**src/sdf_pkg.sv**
```systemverilog
// ----------------------------------------------------------------------------
// Smooth damp follower package
// Widths, constants, operation codes and control structures.
// ----------------------------------------------------------------------------
package sdf_pkg;

    localparam int unsigned POS_W  = 32;
    localparam int unsigned DT_W   = 17;
    localparam int unsigned ST_W   = 23;
    localparam int unsigned AXIS_N = 3;
    localparam int unsigned AXIS_W = 2;

    localparam int unsigned MA_W = 49;
    localparam int unsigned MB_W = 33;
    localparam int unsigned MP_W = MA_W + MB_W;

    localparam int unsigned DN_W = 49;
    localparam int unsigned DD_W = 40;

    localparam logic [DT_W-1:0] DT_MAX     = 17'd65536;
    localparam logic [ST_W-1:0] MIN_SMOOTH = 23'd7;
    localparam logic [ST_W-1:0] ST_RESET   = 23'd65536;
    localparam logic [24:0]     X_MAX      = 25'd16777216;
    localparam logic [MB_W-1:0] C048       = 33'd31457;
    localparam logic [MB_W-1:0] C0235      = 33'd15401;

    typedef enum logic [3:0] {
        OP_NONE, OP_OMEGA, OP_X, OP_X2, OP_X3, OP_T1, OP_T2, OP_E,
        OP_M1, OP_TEMP, OP_M2, OP_NV, OP_RES, OP_OVS
    } t_op;

    typedef struct packed {
        logic              capture;
        logic              start;
        t_op               op;
        logic [AXIS_W-1:0] axis;
        logic              load;
    } t_cmd;

    typedef struct packed {
        logic mul_done;
        logic div_done;
    } t_status;

endpackage

```
**src/smooth_damp_follower_unit.sv**
```systemverilog
// ----------------------------------------------------------------------------
// Smooth damp follower unit
// Critically damped spring follower for up to three axes in signed Q16.16.
// ----------------------------------------------------------------------------
// The input channel transfers current and target positions and a step time.
// The output channel transfers the smoothed position and the snap flag.
// The configuration channel writes the smoothing time and is always ready.
// One item is worked on at a time by a bit-serial multiplier and a
// bit-serial divider under a sequencer.
// The input is ready again in the cycle after the result is registered.
// If the receiver stalls, the result waits in the output register and the
// next item may already be taken; its own result waits until the output
// register is free. Reset clears the velocity of every axis, sets the
// smoothing time to 1.0 s and empties the output register.
// ----------------------------------------------------------------------------
module smooth_damp_follower_unit #(
    parameter int unsigned AXES = 3
) (
    input  logic                              i_clk,
    input  logic                              i_rst_n,
    input  logic                              i_in_valid,
    output logic                              o_in_ready,
    input  logic signed [sdf_pkg::POS_W-1:0]  i_current_x,
    input  logic signed [sdf_pkg::POS_W-1:0]  i_current_y,
    input  logic signed [sdf_pkg::POS_W-1:0]  i_current_z,
    input  logic signed [sdf_pkg::POS_W-1:0]  i_target_x,
    input  logic signed [sdf_pkg::POS_W-1:0]  i_target_y,
    input  logic signed [sdf_pkg::POS_W-1:0]  i_target_z,
    input  logic [sdf_pkg::DT_W-1:0]          i_step_time,
    output logic                              o_out_valid,
    input  logic                              i_out_ready,
    output logic signed [sdf_pkg::POS_W-1:0]  o_out_x,
    output logic signed [sdf_pkg::POS_W-1:0]  o_out_y,
    output logic signed [sdf_pkg::POS_W-1:0]  o_out_z,
    output logic                              o_snapped,
    input  logic                              i_cfg_valid,
    output logic                              o_cfg_ready,
    input  logic [sdf_pkg::ST_W-1:0]          i_cfg_smooth_time
);
    import sdf_pkg::*;

    t_cmd    cmd;
    t_status status;

    assign o_cfg_ready = 1'b1;

    sdf_ctrl #(
        .AXES (AXES)
    ) u_ctrl (
        .i_clk       (i_clk),
        .i_rst_n     (i_rst_n),
        .i_in_valid  (i_in_valid),
        .o_in_ready  (o_in_ready),
        .o_out_valid (o_out_valid),
        .i_out_ready (i_out_ready),
        .i_status    (status),
        .o_cmd       (cmd)
    );

    sdf_datapath #(
        .AXES (AXES)
    ) u_datapath (
        .i_clk       (i_clk),
        .i_rst_n     (i_rst_n),
        .i_cmd       (cmd),
        .o_status    (status),
        .i_cfg_we    (i_cfg_valid && o_cfg_ready),
        .i_cfg_data  (i_cfg_smooth_time),
        .i_current_x (i_current_x),
        .i_current_y (i_current_y),
        .i_current_z (i_current_z),
        .i_target_x  (i_target_x),
        .i_target_y  (i_target_y),
        .i_target_z  (i_target_z),
        .i_step_time (i_step_time),
        .o_out_x     (o_out_x),
        .o_out_y     (o_out_y),
        .o_out_z     (o_out_z),
        .o_snapped   (o_snapped)
    );

endmodule

```
**src/sdf_mul.sv**
```systemverilog
// ----------------------------------------------------------------------------
// Smooth damp follower serial multiplier
// Unsigned shift-and-add multiplier, one multiplier bit per cycle.
// ----------------------------------------------------------------------------
module sdf_mul (
    input  logic                      i_clk,
    input  logic                      i_rst_n,
    input  logic                      i_start,
    input  logic [sdf_pkg::MA_W-1:0]  i_a,
    input  logic [sdf_pkg::MB_W-1:0]  i_b,
    output logic                      o_done,
    output logic [sdf_pkg::MP_W-1:0]  o_p
);
    import sdf_pkg::*;

    localparam int unsigned CNT_W = $clog2(MB_W);
    localparam logic [CNT_W-1:0] LAST = CNT_W'(MB_W - 1);

    logic             r_busy;
    logic [CNT_W-1:0] r_cnt;
    logic [MP_W-1:0]  r_a;
    logic [MB_W-1:0]  r_b;
    logic [MP_W-1:0]  r_acc;
    logic [MP_W-1:0]  n_acc;

    assign n_acc  = r_acc + (r_b[0] ? r_a : '0);
    assign o_p    = n_acc;
    assign o_done = r_busy && (r_cnt == LAST);

    always_ff @(posedge i_clk) begin
        if (!i_rst_n) begin
            r_busy <= 1'b0;
        end else if (i_start) begin
            r_busy <= 1'b1;
        end else if (o_done) begin
            r_busy <= 1'b0;
        end
    end

    always_ff @(posedge i_clk) begin
        if (i_start) begin
            r_cnt <= '0;
            r_a   <= MP_W'(i_a);
            r_b   <= i_b;
            r_acc <= '0;
        end else if (r_busy) begin
            r_cnt <= r_cnt + 1'b1;
            r_a   <= r_a << 1;
            r_b   <= r_b >> 1;
            r_acc <= n_acc;
        end
    end

endmodule

```
**src/sdf_div.sv**
```systemverilog
// ----------------------------------------------------------------------------
// Smooth damp follower serial divider
// Restoring divider, one quotient bit per cycle.
// ----------------------------------------------------------------------------
module sdf_div (
    input  logic                      i_clk,
    input  logic                      i_rst_n,
    input  logic                      i_start,
    input  logic [sdf_pkg::DN_W-1:0]  i_num,
    input  logic [sdf_pkg::DD_W-1:0]  i_den,
    output logic                      o_done,
    output logic [sdf_pkg::DN_W-1:0]  o_q
);
    import sdf_pkg::*;

    localparam int unsigned CNT_W = $clog2(DN_W);
    localparam logic [CNT_W-1:0] LAST = CNT_W'(DN_W - 1);

    logic             r_busy;
    logic [CNT_W-1:0] r_cnt;
    logic [DD_W-1:0]  r_rem;
    logic [DD_W-1:0]  r_d;
    logic [DN_W-1:0]  r_num;
    logic [DN_W-1:0]  r_q;
    logic [DD_W:0]    sh;
    logic             qbit;
    logic [DD_W-1:0]  n_rem;

    always_comb begin
        sh    = {r_rem, r_num[DN_W-1]};
        qbit  = (sh >= {1'b0, r_d});
        n_rem = qbit ? DD_W'(sh - {1'b0, r_d}) : sh[DD_W-1:0];
    end

    assign o_q    = {r_q[DN_W-2:0], qbit};
    assign o_done = r_busy && (r_cnt == LAST);

    always_ff @(posedge i_clk) begin
        if (!i_rst_n) begin
            r_busy <= 1'b0;
        end else if (i_start) begin
            r_busy <= 1'b1;
        end else if (o_done) begin
            r_busy <= 1'b0;
        end
    end

    always_ff @(posedge i_clk) begin
        if (i_start) begin
            r_cnt <= '0;
            r_rem <= '0;
            r_d   <= i_den;
            r_num <= i_num;
            r_q   <= '0;
        end else if (r_busy) begin
            r_cnt <= r_cnt + 1'b1;
            r_rem <= n_rem;
            r_num <= r_num << 1;
            r_q   <= o_q;
        end
    end

endmodule

```
**src/sdf_datapath.sv**
```systemverilog
// ----------------------------------------------------------------------------
// Smooth damp follower datapath
// Operand registers, shared multiplier and divider, result write-back.
// ----------------------------------------------------------------------------
module sdf_datapath #(
    parameter int unsigned AXES = 3
) (
    input  logic                              i_clk,
    input  logic                              i_rst_n,
    input  sdf_pkg::t_cmd                     i_cmd,
    output sdf_pkg::t_status                  o_status,
    input  logic                              i_cfg_we,
    input  logic [sdf_pkg::ST_W-1:0]          i_cfg_data,
    input  logic signed [sdf_pkg::POS_W-1:0]  i_current_x,
    input  logic signed [sdf_pkg::POS_W-1:0]  i_current_y,
    input  logic signed [sdf_pkg::POS_W-1:0]  i_current_z,
    input  logic signed [sdf_pkg::POS_W-1:0]  i_target_x,
    input  logic signed [sdf_pkg::POS_W-1:0]  i_target_y,
    input  logic signed [sdf_pkg::POS_W-1:0]  i_target_z,
    input  logic [sdf_pkg::DT_W-1:0]          i_step_time,
    output logic signed [sdf_pkg::POS_W-1:0]  o_out_x,
    output logic signed [sdf_pkg::POS_W-1:0]  o_out_y,
    output logic signed [sdf_pkg::POS_W-1:0]  o_out_z,
    output logic                              o_snapped
);
    import sdf_pkg::*;

    logic [ST_W-1:0]          r_smooth_time;
    logic signed [POS_W-1:0]  r_cur [AXIS_N];
    logic signed [POS_W-1:0]  r_tgt [AXIS_N];
    logic signed [POS_W-1:0]  r_vel [AXIS_N];
    logic signed [POS_W-1:0]  r_res [AXIS_N];
    logic signed [POS_W-1:0]  r_nv  [AXIS_N];
    logic signed [POS_W-1:0]  in_cur [AXIS_N];
    logic signed [POS_W-1:0]  in_tgt [AXIS_N];
    logic signed [POS_W-1:0]  r_out [AXIS_N];
    logic                     r_snapped;
    logic [DT_W-1:0]          r_dt;
    logic [30:0]              r_omega;
    logic [24:0]              r_x;
    logic [32:0]              r_x2;
    logic [40:0]              r_x3;
    logic [38:0]              r_den;
    logic [32:0]              r_e;
    logic signed [49:0]       r_s;
    logic signed [47:0]       r_temp;
    logic signed [67:0]       r_acc;

    logic signed [POS_W-1:0]  cur_a;
    logic signed [POS_W-1:0]  tgt_a;
    logic signed [POS_W-1:0]  vel_a;
    logic signed [32:0]       change;
    logic signed [32:0]       f2;
    logic signed [49:0]       a_val;
    logic [MB_W-1:0]          b_val;
    logic                     b_neg;
    logic [49:0]              a_abs;
    logic                     neg;
    logic                     is_div;
    logic                     mul_done;
    logic                     div_done;
    logic [MP_W-1:0]          prod;
    logic [DN_W-1:0]          quot;
    logic [DN_W-1:0]          div_num;
    logic [DD_W-1:0]          div_den;
    logic [ST_W-1:0]          st_c;
    logic [MP_W-1:0]          sh16;
    logic [MP_W-1:0]          sh32;
    logic signed [49:0]       sgn16;
    logic signed [49:0]       sgn32;
    logic signed [67:0]       prod_s;
    logic                     snap;

    function automatic logic [46:0] sat47(input logic [MP_W-1:0] m);
        sat47 = (|m[MP_W-1:47]) ? '1 : m[46:0];
    endfunction

    function automatic logic signed [POS_W-1:0] sat32(input logic signed [49:0] v);
        logic signed [POS_W-1:0] r;
        if (v > 50'sd2147483647) begin
            r = 32'sh7FFF_FFFF;
        end else if (v < -50'sd2147483648) begin
            r = 32'sh8000_0000;
        end else begin
            r = v[POS_W-1:0];
        end
        return r;
    endfunction

    assign in_cur[0] = i_current_x;
    assign in_cur[1] = i_current_y;
    assign in_cur[2] = i_current_z;
    assign in_tgt[0] = i_target_x;
    assign in_tgt[1] = i_target_y;
    assign in_tgt[2] = i_target_z;

    always_comb begin
        cur_a  = r_cur[i_cmd.axis];
        tgt_a  = r_tgt[i_cmd.axis];
        vel_a  = r_vel[i_cmd.axis];
        change = {cur_a[POS_W-1], cur_a} - {tgt_a[POS_W-1], tgt_a};
        f2     = {r_res[i_cmd.axis][POS_W-1], r_res[i_cmd.axis]} - {tgt_a[POS_W-1], tgt_a};
        a_val  = '0;
        b_val  = '0;
        b_neg  = 1'b0;
        is_div = 1'b0;
        case (i_cmd.op)
            OP_OMEGA: is_div = 1'b1;
            OP_E:     is_div = 1'b1;
            OP_X: begin
                a_val = 50'(r_omega);
                b_val = MB_W'(r_dt);
            end
            OP_X2: begin
                a_val = 50'(r_x);
                b_val = MB_W'(r_x);
            end
            OP_X3: begin
                a_val = 50'(r_x2);
                b_val = MB_W'(r_x);
            end
            OP_T1: begin
                a_val = 50'(r_x2);
                b_val = C048;
            end
            OP_T2: begin
                a_val = 50'(r_x3);
                b_val = C0235;
            end
            OP_M1: begin
                a_val = 50'(change);
                b_val = MB_W'(r_omega);
            end
            OP_TEMP: begin
                a_val = r_s;
                b_val = MB_W'(r_dt);
            end
            OP_M2: begin
                a_val = 50'(r_temp);
                b_val = MB_W'(r_omega);
            end
            OP_NV: begin
                a_val = r_s;
                b_val = r_e;
            end
            OP_RES: begin
                a_val = 50'(change) + 50'(r_temp);
                b_val = r_e;
            end
            OP_OVS: begin
                a_val = -50'(change);
                b_val = f2[32] ? MB_W'(-f2) : MB_W'(f2);
                b_neg = f2[32];
            end
            default: begin
                a_val = '0;
            end
        endcase
        a_abs = a_val[49] ? 50'(-a_val) : 50'(a_val);
        neg   = a_val[49] ^ b_neg;
    end

    always_comb begin
        st_c    = (r_smooth_time < MIN_SMOOTH) ? MIN_SMOOTH : r_smooth_time;
        div_num = (i_cmd.op == OP_OMEGA) ? (DN_W'(1) << 33) : (DN_W'(1) << 48);
        div_den = (i_cmd.op == OP_OMEGA) ? DD_W'(st_c) : DD_W'(r_den);
    end

    sdf_mul u_mul (
        .i_clk   (i_clk),
        .i_rst_n (i_rst_n),
        .i_start (i_cmd.start && !is_div),
        .i_a     (a_abs[MA_W-1:0]),
        .i_b     (b_val),
        .o_done  (mul_done),
        .o_p     (prod)
    );

    sdf_div u_div (
        .i_clk   (i_clk),
        .i_rst_n (i_rst_n),
        .i_start (i_cmd.start && is_div),
        .i_num   (div_num),
        .i_den   (div_den),
        .o_done  (div_done),
        .o_q     (quot)
    );

    assign o_status.mul_done = mul_done;
    assign o_status.div_done = div_done;

    always_comb begin
        sh16   = prod >> 16;
        sh32   = prod >> 32;
        sgn16  = neg ? -$signed({3'b000, sat47(sh16)}) : $signed({3'b000, sat47(sh16)});
        sgn32  = neg ? -$signed({3'b000, sat47(sh32)}) : $signed({3'b000, sat47(sh32)});
        prod_s = neg ? -$signed({1'b0, prod[66:0]}) : $signed({1'b0, prod[66:0]});
        snap   = !r_acc[67] && (|r_acc);
    end

    always_ff @(posedge i_clk) begin
        if (!i_rst_n) begin
            r_smooth_time <= ST_RESET;
            for (int i = 0; i < AXIS_N; i++) begin
                r_vel[i] <= '0;
            end
        end else begin
            if (i_cfg_we) begin
                r_smooth_time <= i_cfg_data;
            end
            if (i_cmd.load) begin
                for (int i = 0; i < AXIS_N; i++) begin
                    r_vel[i] <= snap ? '0 : r_nv[i];
                end
            end
        end
    end

    always_ff @(posedge i_clk) begin
        if (i_cmd.capture) begin
            for (int i = 0; i < AXIS_N; i++) begin
                r_cur[i] <= (i < AXES) ? in_cur[i] : '0;
                r_tgt[i] <= (i < AXES) ? in_tgt[i] : '0;
                r_res[i] <= '0;
                r_nv[i]  <= '0;
            end
            r_dt  <= (i_step_time > DT_MAX) ? DT_MAX : i_step_time;
            r_acc <= '0;
        end
        if (i_cmd.load) begin
            for (int i = 0; i < AXIS_N; i++) begin
                r_out[i] <= snap ? r_tgt[i] : r_res[i];
            end
            r_snapped <= snap;
        end
        if (div_done) begin
            if (i_cmd.op == OP_OMEGA) begin
                r_omega <= quot[30:0];
            end else begin
                r_e <= quot[32:0];
            end
        end
        if (mul_done) begin
            case (i_cmd.op)
                OP_X:    r_x <= (sh16 > MP_W'(X_MAX)) ? X_MAX : sh16[24:0];
                OP_X2:   r_x2 <= sh16[32:0];
                OP_X3:   r_x3 <= sh16[40:0];
                OP_T1:   r_den <= 39'd65536 + 39'(r_x) + sh16[38:0];
                OP_T2:   r_den <= r_den + sh16[38:0];
                OP_M1:   r_s <= 50'(vel_a) + sgn16;
                OP_TEMP: r_temp <= sgn16[47:0];
                OP_M2:   r_s <= 50'(vel_a) - sgn16;
                OP_NV:   r_nv[i_cmd.axis] <= sat32(sgn32);
                OP_RES:  r_res[i_cmd.axis] <= sat32(50'(tgt_a) + sgn32);
                OP_OVS:  r_acc <= r_acc + prod_s;
                default: r_acc <= r_acc;
            endcase
        end
    end

    assign o_out_x   = r_out[0];
    assign o_out_y   = r_out[1];
    assign o_out_z   = r_out[2];
    assign o_snapped = r_snapped;

endmodule

```
**src/sdf_ctrl.sv**
```systemverilog
// ----------------------------------------------------------------------------
// Smooth damp follower controller
// Sequences the operations of one item and runs both handshakes.
// ----------------------------------------------------------------------------
module sdf_ctrl #(
    parameter int unsigned AXES = 3
) (
    input  logic              i_clk,
    input  logic              i_rst_n,
    input  logic              i_in_valid,
    output logic              o_in_ready,
    output logic              o_out_valid,
    input  logic              i_out_ready,
    input  sdf_pkg::t_status  i_status,
    output sdf_pkg::t_cmd     o_cmd
);
    import sdf_pkg::*;

    localparam logic [AXIS_W-1:0] LAST_AXIS = AXIS_W'(AXES - 1);

    typedef enum logic [3:0] {
        S_IDLE, S_OMEGA, S_X, S_X2, S_X3, S_T1, S_T2, S_E,
        S_M1, S_TEMP, S_M2, S_NV, S_RES, S_OVS, S_FIN
    } t_state;

    t_state            r_state, n_state;
    logic              r_issued, n_issued;
    logic [AXIS_W-1:0] r_axis, n_axis;
    logic              r_out_valid, n_out_valid;
    t_op               op;
    logic              done;

    always_comb begin
        case (r_state)
            S_OMEGA: op = OP_OMEGA;
            S_X:     op = OP_X;
            S_X2:    op = OP_X2;
            S_X3:    op = OP_X3;
            S_T1:    op = OP_T1;
            S_T2:    op = OP_T2;
            S_E:     op = OP_E;
            S_M1:    op = OP_M1;
            S_TEMP:  op = OP_TEMP;
            S_M2:    op = OP_M2;
            S_NV:    op = OP_NV;
            S_RES:   op = OP_RES;
            S_OVS:   op = OP_OVS;
            default: op = OP_NONE;
        endcase
    end

    assign done = r_issued && (i_status.mul_done || i_status.div_done);

    always_comb begin
        o_cmd.capture = (r_state == S_IDLE) && i_in_valid;
        o_cmd.start   = (op != OP_NONE) && !r_issued;
        o_cmd.op      = op;
        o_cmd.axis    = r_axis;
        o_cmd.load    = (r_state == S_FIN) && (!r_out_valid || i_out_ready);
    end

    always_comb begin
        n_state     = r_state;
        n_issued    = r_issued;
        n_axis      = r_axis;
        n_out_valid = r_out_valid && !i_out_ready;
        if (o_cmd.start) begin
            n_issued = 1'b1;
        end
        case (r_state)
            S_IDLE: begin
                if (i_in_valid) begin
                    n_state = S_OMEGA;
                    n_axis  = '0;
                end
            end
            S_FIN: begin
                if (o_cmd.load) begin
                    n_state     = S_IDLE;
                    n_out_valid = 1'b1;
                end
            end
            default: begin
                if (done) begin
                    n_issued = 1'b0;
                    case (r_state)
                        S_OMEGA: n_state = S_X;
                        S_X:     n_state = S_X2;
                        S_X2:    n_state = S_X3;
                        S_X3:    n_state = S_T1;
                        S_T1:    n_state = S_T2;
                        S_T2:    n_state = S_E;
                        S_E:     n_state = S_M1;
                        S_M1:    n_state = S_TEMP;
                        S_TEMP:  n_state = S_M2;
                        S_M2:    n_state = S_NV;
                        S_NV:    n_state = S_RES;
                        S_RES:   n_state = S_OVS;
                        S_OVS: begin
                            if (r_axis == LAST_AXIS) begin
                                n_state = S_FIN;
                            end else begin
                                n_state = S_M1;
                                n_axis  = r_axis + 1'b1;
                            end
                        end
                        default: n_state = S_IDLE;
                    endcase
                end
            end
        endcase
    end

    always_ff @(posedge i_clk) begin
        if (!i_rst_n) begin
            r_state     <= S_IDLE;
            r_issued    <= 1'b0;
            r_axis      <= '0;
            r_out_valid <= 1'b0;
        end else begin
            r_state     <= n_state;
            r_issued    <= n_issued;
            r_axis      <= n_axis;
            r_out_valid <= n_out_valid;
        end
    end

    assign o_in_ready  = (r_state == S_IDLE);
    assign o_out_valid = r_out_valid;

endmodule

```
**config.mk**
```make
export PLATFORM = sky130hd
export DESIGN_NAME = smooth_damp_follower_unit
export DESIGN_NICKNAME = d
export VERILOG_FILES = /design/src/sdf_pkg.sv /design/src/smooth_damp_follower_unit.sv /design/src/sdf_mul.sv /design/src/sdf_div.sv /design/src/sdf_datapath.sv /design/src/sdf_ctrl.sv
export SDC_FILE = /design/constraint.sdc
export NUM_CORES = 2
export LEC_CHECK = 0
export ABC_AREA = 1
export CAP_MARGIN = 20
export CORE_UTILIZATION = 50
export DETAILED_ROUTE_END_ITERATION = 7
export DONT_BUFFER_PORTS = 1
export PLACE_DENSITY = 0.61
export SKIP_LAST_GASP = 1
export SLEW_MARGIN = 20
export SYNTH_ARGS = -nofsm -noshare
export SYNTH_HDL_FRONTEND = slang
export SYNTH_SLANG_ARGS = --single-unit
```
**constraint.sdc**
```tcl
create_clock -name i_clk -period 14.9 [get_ports i_clk]
set_input_delay 2.98 -clock i_clk [delete_from_list [all_inputs] [get_ports i_clk]]
set_output_delay 2.98 -clock i_clk [all_outputs]
set_load 0.005 [all_outputs]
```
==> out/metrics.yaml <==
power_and_ir_drop:
  p_int_mw: 12.2
  powerDensity_mw_per_mm2: 270
  p_switching_mw: 14.9
  power_frac_clock_pct: 14.2
  switching_share_pct: 54.9
  seq_power_share_pct: 21.2
  leakage_nw: 45.8
  comb_power_share_pct: 64.6
  irDropWorstVdd_v: 0.000205
global_route:
  antenna_found_initial: 27
  track_usage_pct: 38.3
  grt_first_pass_wirelength_mm: 523
  grt_max_degree: 137
  grt_pass1_vias: 78571
  grt_overflow_total: 0
route:
  wirelength_mm: 367
  ant_nets: 0
  route.detailed.drc: 0
  dr.pass1.iters: 6
  wire_per_inst_um: 25.2
  first_iter_violations: 11290
  viasPerCell: 5.89
  dr_total_vias: 85880
outcome:
  run_status: "complete, no violations"
synthesis:
  syn_inst: 12051
  seq_area_frac_synth_pct: 42.0
  synth_top_family_by_area: "simple AND/OR/NAND/NOR gates"
  synthDistinctLibCells: 82
  synthXorXnorAreaFrac_pct: 4.73
  synth_top_area_share_pct: 36.9
  avgSynthCellArea_um2: 7.64
  synth-edff-count: 1131
  synth-simple-area-share_pct: 23.9
  async_flop_share_pct: 0
  synth-compound-area-share_pct: 14.2
  synth_top_area_cell: "edfxtp_1"
  synthMuxAreaShare_pct: 0
  synth.area.top_cells: "edfxtp_1 37%, nand2_1 12%, inv_1 6.9%"
  yosysWarnings: 0
  syn-num-nets: 12748
  synthAdderAreaFrac_pct: 6.32
  synth-seq-cells: 1369
  syn_area_mm2: 0.0921
  ys.flop_type: "edfxtp_1"
timing:
  finalMaxSlewViolations: 0
  tns_ns: 0
  timing.final.crit_share_pct: 88.4
  rsz0062_at_grt: "false"
  max_freq_ghz: 0.0759
  min_period_ns: 13.17
  skew_ns: 0.0688
  setup_viol: 0
  max_slew_margin_pct: 14.6
  worst_pin_slew_ns: 1.28
  hold_violations: 0
layout:
  area_delta_synth_final_pct: 8.60
  multi_input_area_mm2: 0.0456
  regArea_mm2: 0.0387
  fillers: 17670
  final_nets: 12676
  utilization_pct: 54.6
  drive_gt1_share_pct: 5.15
place:
  hpwl_mm: 288
  gp_congestion: 1.05
  portBuffers: 0
setup_path:
  startpoint_type: "flip-flop"
  cp.arrival_ns: 13.85
  path_class: "flip-flop to flip-flop"
  required_ns: 15.58
  cp_slowest_cell: "o21ai_0"
  endpoint_kind: "flip-flop"
  critical_path.max_fanout: 107
  cpMostUsedCell: "nand2_1"
  slowest_delay_ns: 1.02
floorplanning:
  initial_core_util_pct: 50.3
  rows: 157
  die_x_um: 431
  die_h_um: 431
  die-area_mm2: 0.186
  io-pin-count: 337
  core_mm2: 0.183
clock_network:
  clk_path_buf_depth: 3
  cts_tree: "built"
  cts.reportedPaths.clkPinSlew_ns: 0.06
  cts-hold-fix-buffers: 0
  insertion_delay_ns: 0.85
  cts-htree-levels: 4
  cts_resized: 0
  root_buffer: "clkbuf_16"
  cts_buffers: 155
  cts.sinks: 1369
  postCtsSetupBuffers: 0
job:
  max-cap-violations: 0
min_path:
  hp-class: "flip-flop to flip-flop"
-- power by group through the flow --
stage                     logic [mW]  clock network (mW)  registers (mW)
after floorplan                 10.8                   0            5.67
after global placement          16.7                   0            5.77
after detailed placement        16.8                   0            5.78
after CTS                       16.9                3.88            5.71
after global routing            18.7                4.02            5.78
final                           17.5                3.85            5.73
-- cells in the mapped netlist (7+ instances only) --
library cell / count
o2111ai_1: 29
a21boi_0: 21
inv_1: 1704
nand2_1: 2870
o22ai_1: 97
a221oi_1: 34
nand3b_1: 42
clkinv_1: 11
nor2_2: 39
o221ai_1: 11
dfxtp_1: 238
o31ai_1: 19
nand3_1: 523
xnor2_1: 149
buf_2: 21
nor3_1: 112
or2_2: 32
a22o_1: 27
nand3_2: 15
a211oi_1: 24
o21ai_0: 726
a21oi_1: 936
clkbuf_1: 262
nand4_1: 101
fa_1: 9
o211ai_1: 105
nor4_1: 49
a22oi_1: 30
edfxtp_1: 1131
nor2_4: 10
nand2_2: 47
o21bai_1: 38
buf_6: 20
o21a_1: 35
xor2_1: 330
nor2_1: 1457
inv_2: 32
ha_1: 451
buf_4: 7
o21ai_1: 26
a31oi_1: 80
buf_1: 34
a21o_1: 32
-- placed cells by master, fill, tap and decap left out, drive strengths merged, types with 9 or more instances in the layout --
cell type     n
o21a         35
or2          36
o221ai       11
nand3       540
clkbuf      190
clkinvlp      9
nand3b       43
nor4         49
xnor2       151
o211ai      105
a31oi        81
a22o         27
ha          451
nor3        118
xor2        337
o21bai       38
edfxtp     1131
a22oi        30
fa            9
dfxtp       238
a221oi       34
buf         116
clkinv       76
bufinv       10
a21o         32
nand4       105
diode        14
inv        1748
nand2      2922
a21boi       23
nor2       1507
o22ai        97
o21ai       756
o2111ai      29
o31ai        20
a211oi       24
a21oi       939
-- metrics by stage --
stage | power, mW | setup slack, ns | instance area, um^2 | cells | hold slack [ns]
after floorplan | 16.5 | 4.45 | 92100 | 12051 | 0.408
after global placement | 22.5 | 2.11 | 94900 | 14283 | 0.420
after detailed placement | 22.6 | 2.21 | 94900 | 14285 | 0.424
after CTS | 26.5 | 2.16 | 100000 | 14571 | 0.440
after global routing | 28.5 | 1.02 | 100000 | 14580 | 0.450
final | 27.0 | 1.73 | 100000 | 14586 | 0.450
-- path summary, 6_finish.rpt --
check	startpoint	to	slack [ns]	depth (start not counted)
worst max register to register	flip-flop	u_datapath.r_res[2][1]	1.73	50
worst min-delay path	u_datapath.u_div.r_q[30]	u_datapath.r_e[31]	0.45	0
worst min register to register	u_datapath.u_div.r_q[30]	u_datapath.r_e[31]	0.45	0
worst max-delay path	flip-flop	u_datapath.r_res[2][1]	1.73	50
-- critical path: cells and delay by family (launching register included) --
kind	cells	cell delay [ns]
buffers and inverters	8	2.64
XOR/XNOR	3	0.55
adder cells (fa/ha/maj)	3	1.29
AND/OR/NAND/NOR	23	2.99
AO/OA/AOI/OAI	13	4.67
flip-flops	1	0.67
-- state kept, by name (all words and copies together) (netlist names), 50 cells and up, named ones only --
signal,cells
u_datapath.r_res,128
u_datapath.r_cur,96
u_datapath.r_nv,96
u_datapath.r_out,96
u_datapath.r_tgt,96
u_datapath.r_vel,96
u_datapath.u_mul.r_a,82
u_datapath.u_mul.r_acc,82
u_datapath.r_acc,68
u_datapath.r_s,50
-- layout make-up --
type | count | area share [%]
antenna | 14 | 0.0350
clock buffer | 190 | 4.07
clock inverter | 96 | 0.959
inverter | 1747 | 6.58
multi-input combinational | 8590 | 45.6
sequential | 1369 | 38.7
tap | 2464 | 3.08
timing repair buffer | 116 | 0.931
-- metal layers --
| layer | share of wire (%) | global-route usage (%) |
|---|---|---|
| met5 | 0.026 | 0 |
| met4 | 5.3 | 18.1 |
| met3 | 11 | 8.66 |
| met2 | 42 | 56.1 |
| met1 | 42 | 53.5 |
-- cells by family (layout without fill, tap and decap cells) --
kind of cell,Yosys count,count (layout)
buffers and inverters,2092,2149
adder cells (fa/ha/maj),460,460
AND/OR/NAND/NOR,5336,5336
XOR/XNOR,488,488
other,1,15
AO/OA/AOI/OAI,2305,2305
flip-flops,1369,1369
No activity file was read; power rests on OpenSTA's default activity.
